<file path="src/hw/rtl/swma_pkg.sv">
// Shared codes and control types for the stack with middle access.
`default_nettype none
package swma_pkg;

    localparam logic [1:0] CMD_PUSH   = 2'd0;
    localparam logic [1:0] CMD_POP    = 2'd1;
    localparam logic [1:0] CMD_DELMID = 2'd2;
    localparam logic [1:0] CMD_QUERY  = 2'd3;

    localparam logic [1:0] ST_OK    = 2'd0;
    localparam logic [1:0] ST_EMPTY = 2'd1;
    localparam logic [1:0] ST_FULL  = 2'd2;

    localparam logic [1:0] RD_TOP   = 2'd0;
    localparam logic [1:0] RD_MID   = 2'd1;
    localparam logic [1:0] RD_NEXT1 = 2'd2;
    localparam logic [1:0] RD_NEXT2 = 2'd3;

    typedef struct packed {
        logic       rd_en;
        logic [1:0] rd_sel;
        logic       wr_push;
        logic       wr_shift;
        logic       cnt_inc;
        logic       cnt_dec;
        logic       idx_load;
        logic       idx_inc;
        logic       rem_clr;
        logic       rem_cap;
        logic       out_load;
        logic [1:0] status;
    } t_dp_cmd;

    typedef struct packed {
        logic empty;
        logic full;
        logic shift_first;
        logic shift_more;
    } t_dp_stat;

endpackage
`default_nettype wire

</file>
<file path="src/hw/rtl/swma_ctrl.sv">
// Sequencer for push, pop, middle deletion and middle lookup.
`default_nettype none
module swma_ctrl (
    input  wire                 i_clk,
    input  wire                 i_rst_n,
    input  wire                 i_in_valid,
    output logic                o_in_stall,
    input  wire  [1:0]          i_command,
    output logic                o_out_valid,
    input  wire                 i_out_stall,
    input  swma_pkg::t_dp_stat  i_stat,
    output swma_pkg::t_dp_cmd   o_cmd
);

    localparam logic [2:0] S_IDLE  = 3'd0;
    localparam logic [2:0] S_REM   = 3'd1;
    localparam logic [2:0] S_DREM  = 3'd2;
    localparam logic [2:0] S_SHIFT = 3'd3;
    localparam logic [2:0] S_MID   = 3'd4;
    localparam logic [2:0] S_OUT   = 3'd5;

    logic [2:0] r_state;
    logic [2:0] n_state;
    logic [1:0] r_status;
    logic [1:0] n_status;
    logic       r_out_valid;
    logic       n_out_valid;
    logic       w_accept;

    assign o_in_stall  = (r_state != S_IDLE) | ~i_rst_n;
    assign w_accept    = i_in_valid & ~o_in_stall;
    assign o_out_valid = r_out_valid;

    always_comb begin
        n_state  = r_state;
        n_status = r_status;
        o_cmd    = '0;
        unique case (r_state)
            S_IDLE: begin
                if (w_accept) begin
                    o_cmd.rem_clr = 1'b1;
                    n_status      = swma_pkg::ST_OK;
                    n_state       = S_MID;
                    unique case (i_command)
                        swma_pkg::CMD_PUSH: begin
                            if (i_stat.full) begin
                                n_status = swma_pkg::ST_FULL;
                            end else begin
                                o_cmd.wr_push = 1'b1;
                                o_cmd.cnt_inc = 1'b1;
                            end
                        end
                        swma_pkg::CMD_POP: begin
                            if (i_stat.empty) begin
                                n_status = swma_pkg::ST_EMPTY;
                            end else begin
                                o_cmd.rd_en   = 1'b1;
                                o_cmd.rd_sel  = swma_pkg::RD_TOP;
                                o_cmd.cnt_dec = 1'b1;
                                n_state       = S_REM;
                            end
                        end
                        swma_pkg::CMD_DELMID: begin
                            if (i_stat.empty) begin
                                n_status = swma_pkg::ST_EMPTY;
                            end else begin
                                o_cmd.rd_en    = 1'b1;
                                o_cmd.rd_sel   = swma_pkg::RD_MID;
                                o_cmd.idx_load = 1'b1;
                                n_state        = S_DREM;
                            end
                        end
                        swma_pkg::CMD_QUERY: begin
                            n_state = S_MID;
                        end
                    endcase
                end
            end
            S_REM: begin
                o_cmd.rem_cap = 1'b1;
                o_cmd.rd_en   = 1'b1;
                o_cmd.rd_sel  = swma_pkg::RD_MID;
                n_state       = S_OUT;
            end
            S_DREM: begin
                o_cmd.rem_cap = 1'b1;
                if (i_stat.shift_first) begin
                    o_cmd.rd_en  = 1'b1;
                    o_cmd.rd_sel = swma_pkg::RD_NEXT1;
                    n_state      = S_SHIFT;
                end else begin
                    o_cmd.cnt_dec = 1'b1;
                    n_state       = S_MID;
                end
            end
            S_SHIFT: begin
                o_cmd.wr_shift = 1'b1;
                o_cmd.idx_inc  = 1'b1;
                if (i_stat.shift_more) begin
                    o_cmd.rd_en  = 1'b1;
                    o_cmd.rd_sel = swma_pkg::RD_NEXT2;
                end else begin
                    o_cmd.cnt_dec = 1'b1;
                    n_state       = S_MID;
                end
            end
            S_MID: begin
                o_cmd.rd_en  = 1'b1;
                o_cmd.rd_sel = swma_pkg::RD_MID;
                n_state      = S_OUT;
            end
            S_OUT: begin
                if (!r_out_valid || !i_out_stall) begin
                    o_cmd.out_load = 1'b1;
                    n_state        = S_IDLE;
                end
            end
            default: begin
                n_state = S_IDLE;
            end
        endcase
        o_cmd.status = r_status;
        n_out_valid  = o_cmd.out_load | (r_out_valid & i_out_stall);
    end

    always_ff @(posedge i_clk) begin
        if (!i_rst_n) begin
            r_state     <= S_IDLE;
            r_out_valid <= 1'b0;
        end else begin
            r_state     <= n_state;
            r_out_valid <= n_out_valid;
        end
    end

    always_ff @(posedge i_clk) begin
        r_status <= n_status;
    end

endmodule
`default_nettype wire

</file>
<file path="src/hw/rtl/swma_dp.sv">
// Entry memory, count, shift index and result registers.
`default_nettype none
module swma_dp #(
    parameter int DEPTH      = 16,
    parameter int DATA_WIDTH = 32
) (
    input  wire                                   i_clk,
    input  wire                                   i_rst_n,
    input  swma_pkg::t_dp_cmd                     i_cmd,
    output swma_pkg::t_dp_stat                    o_stat,
    input  wire  signed [DATA_WIDTH-1:0]          i_push_value,
    output logic [1:0]                            o_status,
    output logic signed [DATA_WIDTH-1:0]          o_removed_value,
    output logic signed [DATA_WIDTH-1:0]          o_middle_value,
    output logic                                  o_middle_valid,
    output logic [$clog2(DEPTH+1)-1:0]            o_occupancy
);

    localparam int AW = $clog2(DEPTH);
    localparam int CW = $clog2(DEPTH + 1);

    logic [DATA_WIDTH-1:0] r_mem [DEPTH];
    logic [DATA_WIDTH-1:0] r_rd_data;
    logic [DATA_WIDTH-1:0] r_removed;
    logic [CW-1:0]         r_count;
    logic [AW-1:0]         r_idx;
    logic [1:0]            r_o_status;
    logic [DATA_WIDTH-1:0] r_o_removed;
    logic [DATA_WIDTH-1:0] r_o_middle;
    logic                  r_o_mid_valid;
    logic [CW-1:0]         r_o_occ;

    logic [AW-1:0]         w_mid;
    logic [AW-1:0]         w_rd_addr;
    logic [AW-1:0]         w_wr_addr;
    logic [DATA_WIDTH-1:0] w_wr_data;
    logic                  w_wr_en;

    assign w_mid = AW'(r_count >> 1);

    always_comb begin
        unique case (i_cmd.rd_sel)
            swma_pkg::RD_TOP:   w_rd_addr = AW'(r_count - CW'(1));
            swma_pkg::RD_MID:   w_rd_addr = w_mid;
            swma_pkg::RD_NEXT1: w_rd_addr = r_idx + AW'(1);
            swma_pkg::RD_NEXT2: w_rd_addr = r_idx + AW'(2);
        endcase
    end

    assign w_wr_en   = i_cmd.wr_push | i_cmd.wr_shift;
    assign w_wr_addr = i_cmd.wr_push ? AW'(r_count) : r_idx;
    assign w_wr_data = i_cmd.wr_push ? i_push_value : r_rd_data;

    assign o_stat.empty       = (r_count == '0);
    assign o_stat.full        = (r_count == CW'(DEPTH));
    assign o_stat.shift_first = (CW'(r_idx) + CW'(1)) < r_count;
    assign o_stat.shift_more  = (CW'(r_idx) + CW'(2)) < r_count;

    always_ff @(posedge i_clk) begin
        if (w_wr_en) begin
            r_mem[w_wr_addr] <= w_wr_data;
        end
        if (i_cmd.rd_en) begin
            r_rd_data <= r_mem[w_rd_addr];
        end
    end

    always_ff @(posedge i_clk) begin
        if (!i_rst_n) begin
            r_count <= '0;
        end else if (i_cmd.cnt_inc) begin
            r_count <= r_count + CW'(1);
        end else if (i_cmd.cnt_dec) begin
            r_count <= r_count - CW'(1);
        end
    end

    always_ff @(posedge i_clk) begin
        if (i_cmd.idx_load) begin
            r_idx <= w_mid;
        end else if (i_cmd.idx_inc) begin
            r_idx <= r_idx + AW'(1);
        end
        if (i_cmd.rem_clr) begin
            r_removed <= '0;
        end else if (i_cmd.rem_cap) begin
            r_removed <= r_rd_data;
        end
        if (i_cmd.out_load) begin
            r_o_status    <= i_cmd.status;
            r_o_removed   <= r_removed;
            r_o_middle    <= (r_count != '0) ? r_rd_data : '0;
            r_o_mid_valid <= (r_count != '0);
            r_o_occ       <= r_count;
        end
    end

    assign o_status        = r_o_status;
    assign o_removed_value = r_o_removed;
    assign o_middle_value  = r_o_middle;
    assign o_middle_valid  = r_o_mid_valid;
    assign o_occupancy     = r_o_occ;

endmodule
`default_nettype wire

</file>
<file path="src/hw/rtl/stack_with_middle_access.sv">
// Push, query and rejected beats go through the middle read state, a pop through the
// removed-entry capture state, then the output state registers the result and the next
// beat is taken once the sequencer is back in idle. Delete middle moves the entries
// above the middle down through the single write and single read port of the entry memory.
// Reset clears the sequencer, output valid and the entry count; stored entries are not
// cleared and there is no clearing pass.
`default_nettype none
module stack_with_middle_access #(
    parameter int DEPTH      = 16,
    parameter int DATA_WIDTH = 32
) (
    input  wire                            i_clk,
    input  wire                            i_rst_n,
    input  wire                            i_in_valid,
    output logic                           o_in_stall,
    input  wire  [1:0]                     i_command,
    input  wire  signed [DATA_WIDTH-1:0]   i_push_value,
    output logic                           o_out_valid,
    input  wire                            i_out_stall,
    output logic [1:0]                     o_status,
    output logic signed [DATA_WIDTH-1:0]   o_removed_value,
    output logic signed [DATA_WIDTH-1:0]   o_middle_value,
    output logic                           o_middle_valid,
    output logic [$clog2(DEPTH+1)-1:0]     o_occupancy
);

    swma_pkg::t_dp_cmd  w_cmd;
    swma_pkg::t_dp_stat w_stat;

    swma_ctrl u_ctrl (
        .i_clk       (i_clk),
        .i_rst_n     (i_rst_n),
        .i_in_valid  (i_in_valid),
        .o_in_stall  (o_in_stall),
        .i_command   (i_command),
        .o_out_valid (o_out_valid),
        .i_out_stall (i_out_stall),
        .i_stat      (w_stat),
        .o_cmd       (w_cmd)
    );

    swma_dp #(
        .DEPTH      (DEPTH),
        .DATA_WIDTH (DATA_WIDTH)
    ) u_dp (
        .i_clk           (i_clk),
        .i_rst_n         (i_rst_n),
        .i_cmd           (w_cmd),
        .o_stat          (w_stat),
        .i_push_value    (i_push_value),
        .o_status        (o_status),
        .o_removed_value (o_removed_value),
        .o_middle_value  (o_middle_value),
        .o_middle_valid  (o_middle_valid),
        .o_occupancy     (o_occupancy)
    );

endmodule
`default_nettype wire

</file>
<file path="config.mk">
export PLATFORM = sky130hd
export DESIGN_NAME = stack_with_middle_access
export DESIGN_NICKNAME = d
export VERILOG_FILES = /design/src/hw/rtl/swma_pkg.sv /design/src/hw/rtl/swma_ctrl.sv /design/src/hw/rtl/swma_dp.sv /design/src/hw/rtl/stack_with_middle_access.sv
export SDC_FILE = /design/constraint.sdc
export NUM_CORES = 1
export LEC_CHECK = 0
export BUFFER_PORTS_ARGS = -buffer_cell sky130_fd_sc_hd__buf_2
export CAP_MARGIN = 20
export CELL_PAD_IN_SITES_DETAIL_PLACEMENT = 1
export CELL_PAD_IN_SITES_GLOBAL_PLACEMENT = 2
export CORE_MARGIN = 3
export CORE_UTILIZATION = 45
export CTS_CLUSTER_SIZE = 28
export DETAILED_ROUTE_END_ITERATION = 8
export PLACE_DENSITY = 0.87
export SLEW_MARGIN = 10
export SYNTH_ARGS = -nofsm -noshare
export SYNTH_HDL_FRONTEND = slang
export SYNTH_SLANG_ARGS = --single-unit
</file>
<file path="constraint.sdc">
create_clock -name i_clk -period 6.7 [get_ports i_clk]
set_input_delay 1.005 -clock i_clk [delete_from_list [all_inputs] [get_ports i_clk]]
set_output_delay 1.005 -clock i_clk [all_outputs]
set_load 0.02 [all_outputs]
</file>
==> results.toml, run 1 <==
[timing]
tightest_slew_ns = 1.15
min_period_ns = 4.70
clock-skew-final_ns = 0.0267
rsz0062_at_grt = "false"
max_freq_ghz = 0.213
slew_viol_final = 0
final_hold_viol_count = 0
final.setup.tns_ns = 0
period_share_pct = 70.1
relSlewSlack_pct = 22.9
setup_viol = 0

[die]
core-area_um2 = 56700
num_io_pins = 112
die_x_um = 246
rows = 87
fp.dieArea_um2 = 60600
start_util_pct = 45.8
die_h_um = 246

[global_route]
grt_pass1_wl_um = 105000
grt_max_degree = 129
grt-ovfl-total = 0
grt_use_total_pct = 23.4
grt_antenna_before_repair = 1
first_global_vias = 16302

[outcome]
outcome = "complete, no violations"

[final_layout]
diodes = 0
final-seq-area_um2 = 19500
syn_to_final_growth_pct = 15.2
drive_gt1_share_pct = 15.3
fill_cells = 5425
multiInputGateArea_um2 = 6190
final_net_count = 1914
fin_util_pct = 52.8

[critical_path]
crit_arrival_ns = 5.05
crit_path_start_kind = "register"
criticalPathCategory = "reg -> reg"
end_kind = "register"
crit_fanout = 32
crit_required_ns = 7.05

[yosys]
syn_area_per_cell_um2 = 15.0
synth-seq-cells = 663
syn_area_um2 = 26000
async_flop_share_pct = 0
ys_seq_area_share_pct = 75.1
synth_nets = 1790
netlist_instances = 1735
ys_types = 65
synth_edf_count = 622
ys_dominant_reg_cell = "edfxtp_1"
yosysWarnings = 0

[routing]
routed_wl_um = 70800
drt_iter0_drc = 1451
dr_total_vias = 15712
drt-wirelength-per-cell_um = 26.6
final_antenna_net_count = 0
drc = 0
via_per_inst = 5.89
drt-pass1-iter-count = 6

[hold_path]
hold_path.class = "reg -> reg"

[clocking]
cts.sinks = 663
h-tree-depth = 3
hold_buffers = 0
cts_resized = 0
clkTransAtPathRegs_ns = 0.06
cts_buffers = 69
clock-root-buffer = "clkbuf_16"
tritoncts = "yes"
post-cts-setup-buffers = 0
clock_latency_ns = 0.61
clockBufferDepth = 3

[pwr]
p_leak_nw = 9.90
vdd_drop_max_mv = 0.189
cellPowerDensity_nw_per_um2 = 325

[place]
gp_congestion = 0.854
io_buffers = 111
dp_hpwl_um = 42400

[flow_run]
drv_cap = 0
## kinds of logic after synthesis
group	share of synthesized area, %
compound gates	6.91
simple gates	9.94
xor+xnor	0.303
mux	5.02
fa+ha+maj	0.819
flops	75.1
buf+inv	1.94
## final cells by class
type	count	share of cell area, %
repair buffers	152	3.42
inverters	13	0.163
flip-flops and latches	663	65.2
multi-input cells	960	20.7
clock inverters	31	1.01
well taps	756	3.16
clock buffers	93	6.39
## per-stage QoR
| step | hold WS, ns | worst slack (ns) | cells | instance area, µm² | total power [mW] |
|---|---|---|---|---|---|
| 2_1_floorplan | 0.400 | 1.75 | 1735 | 26000 | 5.59 |
| 3_3_place_gp | 0.404 | 1.66 | 2534 | 27500 | 5.93 |
| 3_5_place_dp | 0.421 | 1.51 | 2540 | 27700 | 6.01 |
| 4_1_cts | 0.433 | 1.45 | 2664 | 29900 | 9.77 |
| 5_1_grt | 0.436 | 1.82 | 2668 | 29900 | 10.0 |
| 6_report | 0.429 | 2.00 | 2668 | 29900 | 9.71 |
## registers in the layout (all words and copies together) (netlist names)
register              flops
u_dp.o_occupancy          5
u_dp.r_rd_data           32
u_dp.r_idx                4
u_ctrl.r_status           2
u_dp.o_status             2
u_dp.o_removed_value     32
u_dp.o_middle_value      32
u_dp.o_middle_valid       1
u_dp.r_mem              512
u_ctrl.o_out_valid        1
u_dp.r_count              5
u_ctrl.r_state            3
u_dp.r_removed           32
## Yosys cell counts, drive strengths merged, types with 5 or more instances
cell type	n	area (µm²)
nor4	6	80.1
and4	32	280
nand3	9	50.1
mux2i	129	1290
nor2	28	105
buf	48	259
and2	36	225
and3	5	31.3
edfxtp	622	18700
nor3	8	45.0
dfxtp	41	821
a32oi	128	1120
inv	13	48.8
a31oi	9	56.3
nand2	436	1640
a21oi	42	210
ha	17	213
xnor2	5	43.8
o21ai	11	55.1
clkbuf	51	195
## critical path, cell delays in order (launching register included)
cell and delay [ns]:
edfxtp_1 0.51, ha_1 0.36, ha_1 0.32, a21oi_1 0.16, o21ai_1 0.12, o41ai_2 0.70
clkbuf_2 0.30, or4_1 0.15, o2111ai_1 0.41, a211oi_4 0.35, buf_4 0.53, a32oi_1 0.30
and4_1 0.23
## cell usage in the layout (no fill, tap or decap), types with 28 or more instances in the layout
cell	n
and2_1	36
clkbuf_16	72
dfxtp_1	41
and4_1	32
a21oi_1	40
a32oi_1	128
nand2_1	436
buf_4	28
buf_2	111
edfxtp_1	622
mux2i_1	129
## power breakdown
part	internal (mW)	switching (mW)	total, mW
Combinational	0.351	0.766	1.12
Sequential	4.75	0.0840	4.84
Clock	2.20	1.56	3.76
Total	7.30	2.41	9.71
## final timing paths
path / end / slack [ns] / cells after the start / startpoint
max: u_dp.r_rd_data[25] / 2.00 / 12 / u_dp.r_idx[2]
min: u_dp.o_removed_value[10] / 0.43 / 0 / u_dp.r_removed[10]
max reg2reg: u_dp.r_rd_data[25] / 2.00 / 12 / u_dp.r_idx[2]
min reg2reg: u_dp.o_removed_value[10] / 0.43 / 0 / u_dp.r_removed[10]
## layer usage
| metal | up-vias | share of wire (%) | global-route usage, % |
|---|---|---|---|
| met1 | 8069 | 40 | 30.7 |
| met4 | 2 | 2.8 | 8.09 |
| met2 | 659 | 49 | 38.6 |
| met5 | - | 0.025 | 0 |
| met3 | 140 | 8.2 | 4.96 |
| li1 | 6842 | - | - |
No activity file was read; power rests on OpenSTA's default activity.
==> run 2, diff against run 1 <==
clock period = 4.4 ns   (was 6.7 ns; I/O delays follow)
==> results.toml, run 2 (synthesis gave the netlist of run 1 again) <==
[routing]
final_antenna_net_count = 0
via_per_inst = 5.89
drt-pass1-iter-count = 6
drt-wirelength-per-cell_um = 27.4
drc = 0
routed_wl_um = 73600
dr_total_vias = 15803
drt_iter0_drc = 1781

[global_route]
grt-ovfl-total = 0
grt_use_met3_pct = 3.44
first_global_vias = 16708
grt_antenna_before_repair = 0
grt_max_degree = 73
use_met2_pct = 41.6
top_usage_layer = "met2"
grt_use_total_pct = 24.3
gr-usage-met1_pct = 31.9
grt_pass1_wl_um = 108000

[critical_path]
end_kind = "register"
crit_path_start_kind = "register"
cp_slowest_cell = "a2111o_1"
cpPeakStageDelay_ns = 0.61
path_delay_family = "compound AO/OA/AOI/OAI gates"
cp_cell_sequence = "ha_1, nand2_1, xor2_1, inv_1, ha_1, nor3_1, o21ai_0, a21boi_1, nand2_1, a2111o_1, a211oi_4, buf_12, a32oi_1, and4_1"
path_buf_inv = 2
crit_path_start = "u_dp.r_idx[2]"
crit_arrival_ns = 4.59
crit_fanout = 32
reg2reg_from = "u_dp.r_idx[2]"
criticalPathCategory = "reg -> reg"
crit_required_ns = 4.74

[die]
core-area_um2 = 56700
die_h_um = 246
fp.dieArea_um2 = 60600
start_util_pct = 45.8
rows = 87
num_io_pins = 112
die_x_um = 246

[final_layout]
fill_cells = 5379
most-common-layout-cells = "edfxtp_1 (622), nand2_1 (436), mux2i_1 (129)"
largest_register_ffs = 512
final-seq-area_um2 = 19500
fin_util_pct = 53.0
syn_to_final_growth_pct = 15.8
final_net_count = 1930
multiInputGateArea_um2 = 6220
final_common_cell = "edfxtp_1"
drive_gt1_share_pct = 16.0
largest_register = "u_dp.r_mem"
fin_area_um2 = 30100

[pwr]
cellPowerDensity_nw_per_um2 = 483
p_total_mw = 14.5
vdd_drop_max_mv = 0.267
p_leak_nw = 9.96

[timing]
max_freq_ghz = 0.235
final_hold_viol_count = 0
slew_viol_final = 0
setup_viol = 0
clock-skew-final_ns = 0.0196
relSlewSlack_pct = 28.0
period_share_pct = 96.5
fin_ws_ns = 0.152
tightest_slew_ns = 1.08
min_period_ns = 4.25
final.setup.tns_ns = 0

[place]
dp_hpwl_um = 41500
placed_area_um2 = 28000
io_buffers = 111
gp_congestion = 0.844
pre_cts_ws_ns = 0.165

[hold_path]
hold_path.class = "in -> reg"
hold_start = "i_rst_n"

[flow_run]
drv_cap = 0

[clocking]
clock_latency_ns = 0.60
clock-root-buffer = "clkbuf_16"
cts.sinks = 663
cts_buffers = 66
clockBufferDepth = 3
clkTransAtPathRegs_ns = 0.06
h-tree-depth = 3
post-cts-setup-buffers = 0
tritoncts = "yes"

[outcome]
outcome = "complete, no violations"
-- run 2: cell types whose count changed in the layout (fill, tap and decap cells not counted), moves of 2 or more --
cell / delta
buf_12: +16
buf_16: -2
buf_4: +7
buf_8: -2
bufinv_16: -3
clkbuf_16: -3
clkinvlp_4: +2
diode_2: +2
-- run 2: cell type report --
type / instances / area share, %
inverter: 13 / 0.162
timing repair buffer: 171 / 4.36
sequential: 663 / 64.8
multi-input combinational: 960 / 20.7
clock inverter: 29 / 0.699
clock buffer: 89 / 6.09
antenna: 2 / 0.0166
tap: 756 / 3.15
-- run 2: metrics by stage --
stage / std cells / hold WS (ns)
global placement: 2561 / 0.409
floorplan: 1735 / 0.400
finish: 2683 / 0.395
detailed placement: 2562 / 0.407
CTS: 2680 / 0.369
global route: 2681 / 0.399
-- run 2: routing by layer --
layer / share of wire, % / wire length, µm
met5: 0 / 0
met4: 2.9 / 2120
met3: 6.8 / 5010
met2: 49 / 36300
met1: 41 / 30200
-- run 2: timing repair --
item | CTS | global route
endpoints found under the setup margin | 0 | 21
resized for setup | 0 | 3
hold buffers | 0 | 0
-- run 2: final timing paths --
path                            slack (ns)  cells after the start                 to
worst max-delay path                  0.15                     14  u_dp.r_rd_data[3]
worst min-delay path                  0.40                      2  u_ctrl.r_state[0]
worst max register to register        0.15                     14  u_dp.r_rd_data[3]
worst min register to register        0.42                      0   u_dp.o_status[0]
-- run 2: report_power, final --
group	leakage (nW)	total [mW]	internal [mW]	switching, mW
sequential	5.95	7.35	7.23	0.116
clock	0.994	5.39	3.05	2.34
combinational	3.01	1.78	0.583	1.20
==> run 3, diff against run 2 <==
ABC_AREA = 1   (was unset)
CORE_UTILIZATION = 37   (was 45)
PLACE_DENSITY = 0.84   (was 0.87)
clock period = 3.75 ns   (was 4.4 ns; I/O delays follow)
==> results.toml, run 3 <==
[timing]
final.setup.tns_ns = 0
relSlewSlack_pct = 47.8
setup_viol = 0
period_share_pct = 94.2
timing.hold.ws_ns = 0.309
tightest_slew_ns = 0.774
clock-skew-final_ns = 0.0278
max_freq_ghz = 0.283
min_period_ns = 3.53
slew_viol_final = 0
final_hold_viol_count = 0

[routing]
routed_wl_um = 90200
final_antenna_net_count = 0
drt_iter0_drc = 1683
dr_total_vias = 21567
via_per_inst = 5.34
drt-wirelength-per-cell_um = 22.3
drc = 0
drt-pass1-iter-count = 5

[global_route]
first_global_vias = 22095
grt_pass1_wl_um = 135000
grt-ovfl-total = 0
grt_antenna_before_repair = 3
grt_use_total_pct = 21.3
grt_max_degree = 103

[pwr]
p_sw_share_pct = 28.4
clock_power_share_pct = 35.3
seqPwrFrac_pct = 47.9
p_sw_mw = 5.21
power.internal_mw = 13.1
vdd_drop_max_mv = 0.284
cellPowerDensity_nw_per_um2 = 538
combPwrFrac_pct = 16.7
p_leak_nw = 14.5

[final_layout]
drive_gt1_share_pct = 11.8
fill_cells = 8611
most-common-layout-cells = "edfxtp_1 (622), inv_1 (584), nand2_1 (480)"
largest_register = "u_dp.r_mem"
final_net_count = 3004
syn_to_final_growth_pct = 15.8
final_common_cell = "edfxtp_1"
largest_register_ffs = 512
fin_area_um2 = 34100

[critical_path]
crit_arrival_ns = 3.88
rr_endpoint = "u_dp.r_rd_data[1]"
criticalPathCategory = "reg -> reg"
reg2reg_slack_ns = 0.22
crit_fanout = 17
crit_path_start = "u_dp.r_idx[1]"
crit_path_end = "u_dp.r_rd_data[1]"
end_kind = "register"
reg2reg_depth = 19
reg2reg_from = "u_dp.r_idx[1]"
crit_required_ns = 4.10
crit_path_start_kind = "register"

[clocking]
h-tree-depth = 3
cts.sinks = 663
clock_latency_ns = 0.60
cts_buffers = 70
clock-root-buffer = "clkbuf_16"
tritoncts = "yes"
clkTransAtPathRegs_ns = 0.06
clockBufferDepth = 3

[place]
placed_area_um2 = 31800
gp_congestion = 0.811
dp_hpwl_um = 52600
io_buffers = 111

[yosys]
synth_area_leader_cell = "edfxtp_1"
synth-seq-cells = 663
ys_seq_area_share_pct = 66.2
syn_area_um2 = 29500
ys_dominant_reg_cell = "edfxtp_1"
async_flop_share_pct = 0
post-synth-top-count-cell = "edfxtp_1"
ys_types = 32
synth_top_area_share_pct = 63.4
netlist_instances = 2844
ys_top_cells_by_count = "edfxtp_1 (622), inv_1 (584), nand2_1 (481)"
synth_nets = 2899
yosysWarnings = 0
synth_edf_count = 622
yosys-top-cells-area = "edfxtp_1 (63%), nand3_1 (7.9%), inv_1 (7.4%), nand2_1 (6.1%), nand4_1 (5.5%)"
syn_area_per_cell_um2 = 10.4

[die]
num_io_pins = 112
core-area_um2 = 78200
rows = 102
die_x_um = 288
start_util_pct = 37.7
fp.dieArea_um2 = 83100
die_h_um = 288

[hold_path]
hold_path.class = "in -> reg"

[flow_run]
drv_cap = 0

[outcome]
outcome = "complete, no violations"
==> run 3: stage by stage <==
step	setup slack (ns)	util [%]	power, mW	cells
floorplan	0.0485	-	10.7	2844
global placement	0.201	40.7	11.8	3906
detailed placement	0.0570	40.7	11.9	3906
CTS	0.0550	43.3	18.4	4026
global route	-0.00130	43.6	19.1	4037
finish	0.218	43.6	18.3	4038
==> run 3: layer usage <==
| metal | track usage, % | up-vias | share of wire [%] |
|---|---|---|---|
| met2 | 36.7 | 731 | 49 |
| met5 | 0 | - | 0.0078 |
| li1 | - | 9786 | - |
| met4 | 6.78 | 2 | 2.7 |
| met3 | 3.09 | 156 | 6.5 |
| met1 | 27.9 | 10892 | 42 |
==> run 3: power groups by stage <==
stage | sequential, mW | combinational [mW] | clock (mW)
final | 8.80 | 3.07 | 6.48
after global routing | 8.81 | 3.38 | 6.92
after CTS | 8.79 | 3.03 | 6.60
after detailed placement | 8.95 | 3.00 | 0
after global placement | 8.94 | 2.90 | 0
after floorplan | 8.84 | 1.90 | 0
==> run 3: logic make-up (layout without fill, tap and decap cells) <==
kind of cell / after synthesis / count (layout) / share of synthesized area (%)
other: 0 / 1 / 0
flip-flops: 663 / 663 / 66.2
buffers and inverters: 769 / 922 / 10.4
AND/OR/NAND/NOR: 1318 / 1318 / 21.3
adder cells (fa/ha/maj): 17 / 17 / 0.722
XOR/XNOR: 5 / 5 / 0.149
AO/OA/AOI/OAI: 72 / 72 / 1.30
==> run 3: timing repair <==
action                                  in CTS  in global routing
hold buffers                                 0                  0
endpoints found under the setup margin       1                 31
gates cloned                                 0                  2
buffers inserted                             0                  8
pin swaps                                    0                  2
gates resized for setup                      1                 13
==> run 3: cell type report <==
class / count / area [µm²] / share of cell area (%)
flip-flops and latches: 663 / 19500 / 57.2
clock buffers: 91 / 1890 / 5.54
inverters: 590 / 2220 / 6.51
well taps: 1040 / 1300 / 3.81
clock inverters: 29 / 200 / 0.587
diodes: 1 / 2.50 / 0.00733
multi-input cells: 1412 / 7140 / 20.9
repair buffers: 212 / 1860 / 5.46
==> run 3: worst max-delay path, cell delays in order, from the launching register on <==
cell and delay [ns]:
edfxtp_1 0.44, buf_4 0.16, ha_1 0.21, xor2_2 0.18, ha_1 0.31, nand2_1 0.06, nor2_1 0.09, nand2_1 0.12
nand4_4 0.12, nand2_2 0.09, inv_2 0.14, nand3_4 0.20, nand3_4 0.23, buf_12 0.20, buf_6 0.21, nand2_1 0.11
nand3_1 0.11, nand3_1 0.10, nand3_1 0.10, nand2_1 0.07
==> run 3: worst min path at each step <==
stage                                    endpoint          startpoint  cells after the start  slack [ns]
after floorplan                  u_dp.o_status[0]  u_ctrl.r_status[0]                      0        0.40
after global placement    u_dp.o_removed_value[0]   u_dp.r_removed[0]                      0        0.41
after detailed placement  u_dp.o_removed_value[7]   u_dp.r_removed[7]                      0        0.41
after CTS                         u_dp.r_count[3]             i_rst_n                      3        0.28
after global routing              u_dp.r_count[3]             i_rst_n                      3        0.33
final                             u_dp.r_count[3]             i_rst_n                      3        0.31
